### src/rtl/cpmdc_pkg.sv
`timescale 1ns / 1ps
// ----------------------------------------------------------------------------
// cpmdc_pkg
// shared types, constants and the month length table for the cp/m date
// converter
// ----------------------------------------------------------------------------
package cpmdc_pkg;

  localparam int DaysPerQuad     = 1461;
  localparam int DaysFrom76To78  = 730;
  localparam int DaysPerYear     = 365;
  localparam int BaseYear        = 76;
  localparam int FirstCpmYear    = 78;
  localparam int QuoW            = 6;
  // floor(d / 1461) = (d * 91868) >> 27, exact for every 17-bit d below 94519
  localparam logic [16:0] QuadRecip      = 17'd91868;
  localparam int          QuadRecipShift = 27;

  localparam logic KindToCount  = 1'b0;
  localparam logic KindToFields = 1'b1;

  typedef struct packed {
    logic        kind;
    logic [7:0]  year_in;
    logic [8:0]  day_of_year_in;
    logic [4:0]  hour_in;
    logic [5:0]  minute_in;
    logic [5:0]  second_in;
    logic [15:0] day_count_in;
    logic [15:0] time_word_in;
  } req_t;

  typedef struct packed {
    logic [15:0] day_count_out;
    logic [15:0] time_word_out;
    logic [8:0]  year_out;
    logic [3:0]  month_out;
    logic [4:0]  day_out;
    logic [4:0]  hour_out;
    logic [5:0]  minute_out;
    logic [5:0]  second_out;
  } rsp_t;

  typedef struct packed {
    logic load;
    logic div_quo;
    logic div_rem;
    logic split;
    logic walk;
    logic finish;
  } dp_cmd_t;

  typedef struct packed {
    logic walk_done;
  } dp_status_t;

  function automatic logic [4:0] month_len(input logic [3:0] idx, input logic leap);
    logic [4:0] len;
    unique case (idx)
      4'd0:    len = 5'd31;
      4'd1:    len = leap ? 5'd29 : 5'd28;
      4'd2:    len = 5'd31;
      4'd3:    len = 5'd30;
      4'd4:    len = 5'd31;
      4'd5:    len = 5'd30;
      4'd6:    len = 5'd31;
      4'd7:    len = 5'd31;
      4'd8:    len = 5'd30;
      4'd9:    len = 5'd31;
      4'd10:   len = 5'd30;
      4'd11:   len = 5'd31;
      default: len = 5'd31;
    endcase
    return len;
  endfunction

endpackage

### src/rtl/cpmdc_dp.sv
`timescale 1ns / 1ps
// ----------------------------------------------------------------------------
// cpmdc_dp
// datapath: request latch, day count arithmetic, reciprocal divide by days per
// quad, year split, month walk and the result register
// ----------------------------------------------------------------------------
module cpmdc_dp (
  input  logic                   clk,
  input  cpmdc_pkg::req_t        req,
  input  cpmdc_pkg::dp_cmd_t     cmd,
  output cpmdc_pkg::dp_status_t  status,
  output cpmdc_pkg::rsp_t        rsp
);
  import cpmdc_pkg::*;

  logic            kind;
  logic [7:0]      year_in;
  logic [8:0]      yday;
  logic [4:0]      hour_in;
  logic [5:0]      minute_in;
  logic [5:0]      second_in;
  logic [15:0]     time_word;
  logic [16:0]     rem;
  logic [QuoW-1:0] quo;
  logic            leap;
  logic [8:0]      year_r;
  logic [8:0]      day_rem;
  logic [3:0]      month_idx;

  logic [33:0] recip_prod;
  logic [16:0] quad_floor;
  logic        split_leap;
  logic [10:0] r1;
  logic [1:0]  yoff;
  logic [10:0] yoff_days;
  logic [4:0]  mlen;
  logic        walk_done;
  logic [7:0]  year_diff;
  logic [5:0]  quads;
  logic [16:0] quad_days;
  logic [10:0] in_quad_days;
  logic [17:0] count_sum;
  rsp_t        rsp_next;

  // quotient by reciprocal multiply, remainder in the following cycle
  always_comb begin
    recip_prod = 34'(rem) * 34'(QuadRecip);
    quad_floor = 17'(quo) * 17'(DaysPerQuad);
  end

  // split the remainder within a quad into year offset and day of year
  always_comb begin
    split_leap = rem < 17'd366;
    r1         = rem[10:0] - 11'd1;
    priority if (r1 >= 11'(3 * DaysPerYear)) begin
      yoff = 2'd3;
    end else if (r1 >= 11'(2 * DaysPerYear)) begin
      yoff = 2'd2;
    end else if (r1 >= 11'(DaysPerYear)) begin
      yoff = 2'd1;
    end else begin
      yoff = 2'd0;
    end
    unique case (yoff)
      2'd0: yoff_days = 11'd0;
      2'd1: yoff_days = 11'(DaysPerYear);
      2'd2: yoff_days = 11'(2 * DaysPerYear);
      2'd3: yoff_days = 11'(3 * DaysPerYear);
    endcase
  end

  always_comb begin
    mlen             = month_len(month_idx, leap);
    walk_done        = day_rem < {4'd0, mlen};
    status.walk_done = walk_done;
  end

  // day count from year and day of year
  always_comb begin
    year_diff    = year_in - 8'(BaseYear);
    quads        = year_diff[7:2];
    quad_days    = 17'(quads) * 17'(DaysPerQuad);
    unique case (year_in[1:0])
      2'd0: in_quad_days = 11'd0;
      2'd1: in_quad_days = 11'(DaysPerYear + 1);
      2'd2: in_quad_days = 11'(2 * DaysPerYear + 1);
      2'd3: in_quad_days = 11'(3 * DaysPerYear + 1);
    endcase
    count_sum = 18'(in_quad_days) + 18'(yday) + 18'(quad_days) - 18'(DaysFrom76To78);
  end

  always_comb begin
    rsp_next = '0;
    if (kind == KindToCount) begin
      rsp_next.day_count_out = (year_in < 8'(FirstCpmYear)) ? 16'd0 : count_sum[15:0];
      rsp_next.time_word_out = {hour_in, minute_in, second_in[5:1]};
    end else begin
      rsp_next.year_out   = year_r;
      rsp_next.month_out  = month_idx + 4'd1;
      rsp_next.day_out    = day_rem[4:0] + 5'd1;
      rsp_next.hour_out   = time_word[15:11];
      rsp_next.minute_out = time_word[10:5];
      rsp_next.second_out = {time_word[4:0], 1'b0};
    end
  end

  always_ff @(posedge clk) begin
    if (cmd.load) begin
      kind      <= req.kind;
      year_in   <= req.year_in;
      yday      <= req.day_of_year_in;
      hour_in   <= req.hour_in;
      minute_in <= req.minute_in;
      second_in <= req.second_in;
      time_word <= req.time_word_in;
      rem       <= 17'(req.day_count_in) + 17'(DaysFrom76To78);
    end
    if (cmd.div_quo) begin
      quo <= recip_prod[QuadRecipShift +: QuoW];
    end
    if (cmd.div_rem) begin
      rem <= rem - quad_floor;
    end
    if (cmd.split) begin
      leap      <= split_leap;
      day_rem   <= split_leap ? rem[8:0] : 9'(r1 - yoff_days);
      year_r    <= 9'({quo, 2'b00}) + 9'(BaseYear) + (split_leap ? 9'd0 : 9'(yoff));
      month_idx <= 4'd0;
    end
    if (cmd.walk && !walk_done) begin
      day_rem   <= day_rem - {4'd0, mlen};
      month_idx <= month_idx + 4'd1;
    end
    if (cmd.finish) begin
      rsp <= rsp_next;
    end
  end

endmodule

### src/rtl/cpmdc_ctrl.sv
`timescale 1ns / 1ps
// ----------------------------------------------------------------------------
// cpmdc_ctrl
// sequencer: accepts a transaction, steps the divide, split and month walk for
// calendar requests, and hands the result to the output register
// ----------------------------------------------------------------------------
module cpmdc_ctrl (
  input  logic                   clk,
  input  logic                   rst,
  input  logic                   req_valid,
  input  logic                   req_kind,
  output logic                   req_stall,
  output logic                   rsp_valid,
  input  logic                   rsp_stall,
  input  cpmdc_pkg::dp_status_t  status,
  output cpmdc_pkg::dp_cmd_t     cmd
);
  import cpmdc_pkg::*;

  typedef enum logic [2:0] {
    S_IDLE,
    S_DIV,
    S_REM,
    S_SPLIT,
    S_WALK,
    S_FIN
  } state_t;

  state_t state;
  logic   out_free;

  always_comb begin
    out_free     = !rsp_valid || !rsp_stall;
    req_stall    = state != S_IDLE;
    cmd.load     = (state == S_IDLE) && req_valid;
    cmd.div_quo  = state == S_DIV;
    cmd.div_rem  = state == S_REM;
    cmd.split    = state == S_SPLIT;
    cmd.walk     = state == S_WALK;
    cmd.finish   = (state == S_FIN) && out_free;
  end

  always_ff @(posedge clk) begin
    if (rst) begin
      state     <= S_IDLE;
      rsp_valid <= 1'b0;
    end else begin
      if (cmd.finish) begin
        rsp_valid <= 1'b1;
      end else if (rsp_valid && !rsp_stall) begin
        rsp_valid <= 1'b0;
      end
      unique case (state)
        S_IDLE: begin
          if (req_valid) begin
            state <= (req_kind == KindToFields) ? S_DIV : S_FIN;
          end
        end
        S_DIV: begin
          state <= S_REM;
        end
        S_REM: begin
          state <= S_SPLIT;
        end
        S_SPLIT: begin
          state <= S_WALK;
        end
        S_WALK: begin
          if (status.walk_done) begin
            state <= S_FIN;
          end
        end
        S_FIN: begin
          if (out_free) begin
            state <= S_IDLE;
          end
        end
        default: begin
          state <= S_IDLE;
        end
      endcase
    end
  end

endmodule

### src/rtl/cpm_day_count_date_convert_core.sv
`timescale 1ns / 1ps
// ----------------------------------------------------------------------------
// cpm_day_count_date_convert_core
// converts between cp/m day counts with dos time words and calendar fields
//
//   channel | valid     | stall     | payload
//   --------+-----------+-----------+------------------
//   request | req_valid | req_stall | req  (cpmdc_pkg::req_t)
//   result  | rsp_valid | rsp_stall | rsp  (cpmdc_pkg::rsp_t)
//
// a day count request (kind 0) goes from the request latch to the result
// register; a calendar request (kind 1) first passes the reciprocal divide
// by days per quad, the year split and the month walk
// one transaction is in flight at a time; the next is taken once the result
// sits in the output register, which holds it for as long as rsp_stall is high
// synchronous reset clears the sequencer and the result valid
// ----------------------------------------------------------------------------
module cpm_day_count_date_convert_core (
  input  logic             clk,
  input  logic             rst,
  input  logic             req_valid,
  output logic             req_stall,
  input  cpmdc_pkg::req_t  req,
  output logic             rsp_valid,
  input  logic             rsp_stall,
  output cpmdc_pkg::rsp_t  rsp
);
  import cpmdc_pkg::*;

  dp_cmd_t    cmd;
  dp_status_t status;

  cpmdc_ctrl u_ctrl (
    .clk       (clk),
    .rst       (rst),
    .req_valid (req_valid),
    .req_kind  (req.kind),
    .req_stall (req_stall),
    .rsp_valid (rsp_valid),
    .rsp_stall (rsp_stall),
    .status    (status),
    .cmd       (cmd)
  );

  cpmdc_dp u_dp (
    .clk    (clk),
    .req    (req),
    .cmd    (cmd),
    .status (status),
    .rsp    (rsp)
  );

endmodule
### config.mk
export PLATFORM = sky130hd
export DESIGN_NAME = cpm_day_count_date_convert_core
export DESIGN_NICKNAME = d
export VERILOG_FILES = /design/src/rtl/cpmdc_pkg.sv /design/src/rtl/cpmdc_dp.sv /design/src/rtl/cpmdc_ctrl.sv /design/src/rtl/cpm_day_count_date_convert_core.sv
export SDC_FILE = /design/constraint.sdc
export NUM_CORES = 1
export LEC_CHECK = 0
export BUFFER_PORTS_ARGS = -buffer_cell sky130_fd_sc_hd__buf_2
export CAP_MARGIN = 20
export CORE_MARGIN = 2
export CORE_UTILIZATION = 39
export DETAILED_ROUTE_END_ITERATION = 10
export HOLD_SLACK_MARGIN = 0.15
export MAX_ROUTING_LAYER = met4
export SLEW_MARGIN = 30
export SYNTH_ARGS = -nofsm -noshare
export SYNTH_HDL_FRONTEND = slang
export SYNTH_SLANG_ARGS = --single-unit
### constraint.sdc
create_clock -name clk -period 8.51 [get_ports clk]
set_input_delay 1.2765 -clock clk [delete_from_list [all_inputs] [get_ports clk]]
set_output_delay 1.2765 -clock clk [all_outputs]
set_load 0.03 [all_outputs]
==> impl_summary.md <==
Run status
The flow ran to the end, and the final reports show no timing, DRC or antenna violations.

Detailed routing
Once detail routing completed, the nets flagged for antenna violations numbered 0. The total DRC errors in the routed layout is 0. The detailed router placed between 10,000 and 15,000 vias in this run.

After detailed routing, the total wire length is about 33 mm. After detailed routing, the average wire length per cell comes to around 15 um. The first routing iteration left ~440 violations. Before antenna repair, the detailed router went through 5 iterations. After detailed routing, the number of vias per cell comes to between 4 and 5.

Timing
Setup total negative slack on the finished layout was measured at 0 ns. Setup repair after global routing left no endpoint under its margin. The final clock skew is between 0.009 and 0.01 ns. The max-slew violation count is 0.

The total count of hold-check failures in the final report came to 0. Dividing the final minimum period by the clock period gives between 70% and 80%. The tightest slew margin relative to the limit is ~43%. For the pin with the worst max-slew slack, the measured transition is between 0.8 and 0.9 ns. The maximum clock rate is 155.0 MHz.

The final period demand of the worst path is roughly 6.5 ns. Setup violations remaining at the end of the flow were counted as 0.

Worst setup path
In this run the worst path has a maximum fanout of 9. STA classifies the critical path startpoint as a flop. STA classifies the critical path endpoint as a flop.

The number of buffers and inverters on the critical path is 5. The required time at the worst-slack endpoint is a little under 9 ns. The endpoint arrival time on the critical path is ~6.7 ns. Among all stages on the critical path, the largest delay is contributed by edfxtp_1. The worst setup path is of the flop to flop kind. The stage delay of the slowest cell on the critical path is 0.67 ns.

Counting cells, the worst reg-to-reg path comes to 20. The startpoint identified for the worst register-to-register timing path is u_dp.rem[8]. The setup check on the worst reg-to-reg path leaves a slack of ~2.1 ns.

Traced cell by cell, the critical path runs through inv_1 -> ha_1 -> inv_1 -> fa_1 -> fa_1 -> inv_1 -> fa_1 -> fa_1 -> inv_1 -> fa_1 -> inv_1 -> ha_1 -> a21oi_1 -> nand3_1 -> nor3_1 -> o2111ai_1 -> and3_1 -> o21a_1 -> nor2_1 -> xnor2_1. The cell family contributing the most delay on the critical path is adder cells. The reg-to-reg critical path endpoint is u_dp.quo[4].

Job
Across the run, the number of max-cap violations was 0.

Clocking
The number of buffers created by CTS is 17. For the worst-skew pair, the clock arrives at the later sink with an insertion delay of approximately 0.45 ns. Buffers inserted to repair hold after CTS numbered 0. After clock tree synthesis, the clock-pin slew on the worst setup and hold paths is ~0.07 ns. The number of setup buffers added after CTS is 0. In this run the number of H-tree levels came out at 4. The number of sinks driven by the clock tree is 166. The maximum clock path buffer count is 2. TritonCTS built the clock tree. The clock root buffer is clkbuf_16. The number of gates resized after CTS was 0.

Global route
The overall global routing resource usage is between 10% and 20%. The largest net degree at the start of global routing is 67. Global routing used a little over 20% of the available met1 tracks. The initial antenna violation count was 0. met2 is the most crowded layer. Global routing used ~2.1% of the available met3 tracks. In the global route stage, met2 resource usage came out at a little over a quarter. The first global-routing pass estimated 55.28 mm of wire. For this run the aggregate overflow at the end of global routing stands at 0. The via count of the first global-routing pass was around 11,000.

Logic synthesis
The synthesized netlist net count is between 1,500 and 2,000. After synthesis the netlist holds a flip-flop and latch count of 166. The most used standard cell by instance count after synthesis is inv_1. The synthesized netlist occupies a cell area of 16,280 um^2. The top cell type by area accounts for 29.88% of the synthesized area. The async set or reset register ratio after synthesis is 0%. The sequential-to-total area share from yosys stat is between 30 and 40%. The synthesized instance count is 1,497. The count of cell types in the netlist is 63.

Sorting the synthesized cells by how often they occur yields inv_1, ha_1, edfxtp_1. Sorting the synthesized cells by area gives the leading types as edfxtp_1, ha_1, fa_1. The synthesized design contains approximately 160 enable-type register cells.

The prevailing post-synth register cell is edfxtp_1. The number of warnings issued by yosys is 0. The most area-hungry cell type in the Yosys netlist is edfxtp_1. The average cell area after synthesis is 10.87 um^2.

Floorplan
The die area is 43,390 um^2. In this run the vertical extent of the chip is 208.3 um. The initial core utilization is approximately two fifths. The number of core rows is 74. The core footprint is slightly above 40,000 um^2. During I/O placement, the number of pins put on the boundary was between 100 and 150. The die extent in x is roughly 210 um.

Final layout
0 antenna diodes ended up in the layout. The post-layout net count is approximately 2,100. The growth of design area from synthesis to finish is 11.94%. The count of filler cells inserted in the layout is slightly below 4,000. The share of post-route cells with drive strength above 1 is roughly an eighth.

Place
The placed wire-length estimate after detailed placement is roughly 27 mm. Routability-driven placement finished with a final weighted congestion of around 0.9. In this run the tool buffered the top-level ports with 137 buffer cells.

Min path
The sink of the worst hold path is u_ctrl.rsp_valid. In this run the most critical hold path is launched from u_ctrl.rsp_valid. The path type of the worst min-delay path is flop to flop. The count of cells along the worst hold path is 2.
==> through the flow <==
stage | cell area [um^2] | util, % | setup WS (ns) | instances | hold WS (ns)
floorplan | 16280 | - | 2.914 | 1497 | 0.5026
global placement | 17630 | 42.99 | 2.158 | 2157 | 0.4893
detailed placement | 17640 | 43.00 | 2.101 | 2157 | 0.4936
CTS | 18220 | 44.43 | 2.085 | 2189 | 0.5051
global route | 18220 | 44.43 | 1.717 | 2189 | 0.5213
finish | 18220 | 44.43 | 2.056 | 2189 | 0.5011
==> metal layers <==
layer / vias to the layer above / wire length (um)
met3: 37 / 1047
met5: - / 0
met4: 0 / 648
met1: 5222 / 14690
li1: 5261 / -
met2: 186 / 16270
==> registers in the layout, summed over array words and instances, names as in the netlist <==
signal,flops
u_dp.rsp,66
u_dp.second_in,5
u_ctrl.state,3
u_dp.hour_in,5
u_ctrl.rsp_valid,1
u_dp.kind,1
u_dp.quo,6
u_dp.minute_in,6
u_dp.year_in,8
u_dp.time_word,16
u_dp.yday,9
u_dp.year_r,9
u_dp.day_rem,9
u_dp.rem,17
u_dp.month_idx,4
u_dp.leap,1
==> cells in the final DEF, fill, tap and decap left out, types with 5 or more instances in the layout <==
cell type | netlist | layout
a211oi_1 | 7 | 7
a21o_1 | 19 | 19
a21oi_1 | 66 | 66
a31oi_1 | 8 | 8
and2_1 | 37 | 37
and3_1 | 5 | 5
buf_2 | 4 | 137
buf_4 | 1 | 8
clkbuf_16 | 0 | 17
edfxtp_1 | 162 | 162
fa_1 | 159 | 159
ha_1 | 269 | 269
inv_1 | 305 | 305
mux2i_1 | 5 | 5
nand2_1 | 72 | 72
nand2b_1 | 10 | 10
nand3_1 | 18 | 18
nor2_1 | 64 | 62
nor2b_1 | 26 | 26
nor3_1 | 15 | 15
nor4_1 | 5 | 5
o211ai_1 | 6 | 6
o21a_1 | 5 | 5
o21ai_0 | 42 | 41
o31ai_1 | 5 | 5
or2_2 | 5 | 5
or3_1 | 5 | 5
xnor2_1 | 66 | 66
xor2_1 | 31 | 31
==> cells by family after synthesis <==
| group | synth area share [%] |
|---|---|
| fa+ha+maj | 40.23 |
| buf+inv | 7.486 |
| simple gates | 8.308 |
| compound gates | 7.986 |
| flops | 30.37 |
| xor+xnor | 5.219 |
| mux | 0.3766 |
| other cells | 0.02304 |
==> tightest hold or removal path, delay by kind of cell (launching register included) <==
kind,cells,cell delay [ns]
flip-flops,1,0.31
AND/OR/NAND/NOR,1,0.08
AO/OA/AOI/OAI,1,0.07
==> how the worst max path moves through the flow <==
| stage | start | end | slack, ns | depth (start not counted) |
|---|---|---|---|---|
| final | u_dp.rem[8] | u_dp.quo[4] | 2.06 | 20 |
| after global routing | u_dp.rem[8] | u_dp.quo[4] | 1.72 | 20 |
| after floorplan | u_dp.rem[13] | u_dp.quo[4] | 2.91 | 21 |
| after detailed placement | u_dp.rem[8] | u_dp.quo[4] | 2.10 | 20 |
| after global placement | u_dp.rem[8] | u_dp.quo[4] | 2.16 | 20 |
| after CTS | u_dp.rem[8] | u_dp.quo[4] | 2.09 | 20 |
==> layout make-up <==
cell class,instances,area [um^2],area share (%)
multi-input cells,1009,10140,55.62
well taps,532,665.6,3.653
clock buffers,17,425.4,2.335
repair buffers,145,745.7,4.092
flip-flops and latches,166,4945,27.14
clock inverters,15,160.2,0.8789
inverters,305,1145,6.283
Power is not shown: default switching activity piles up to over one toggle a cycle in this logic, so the estimate is an artifact.
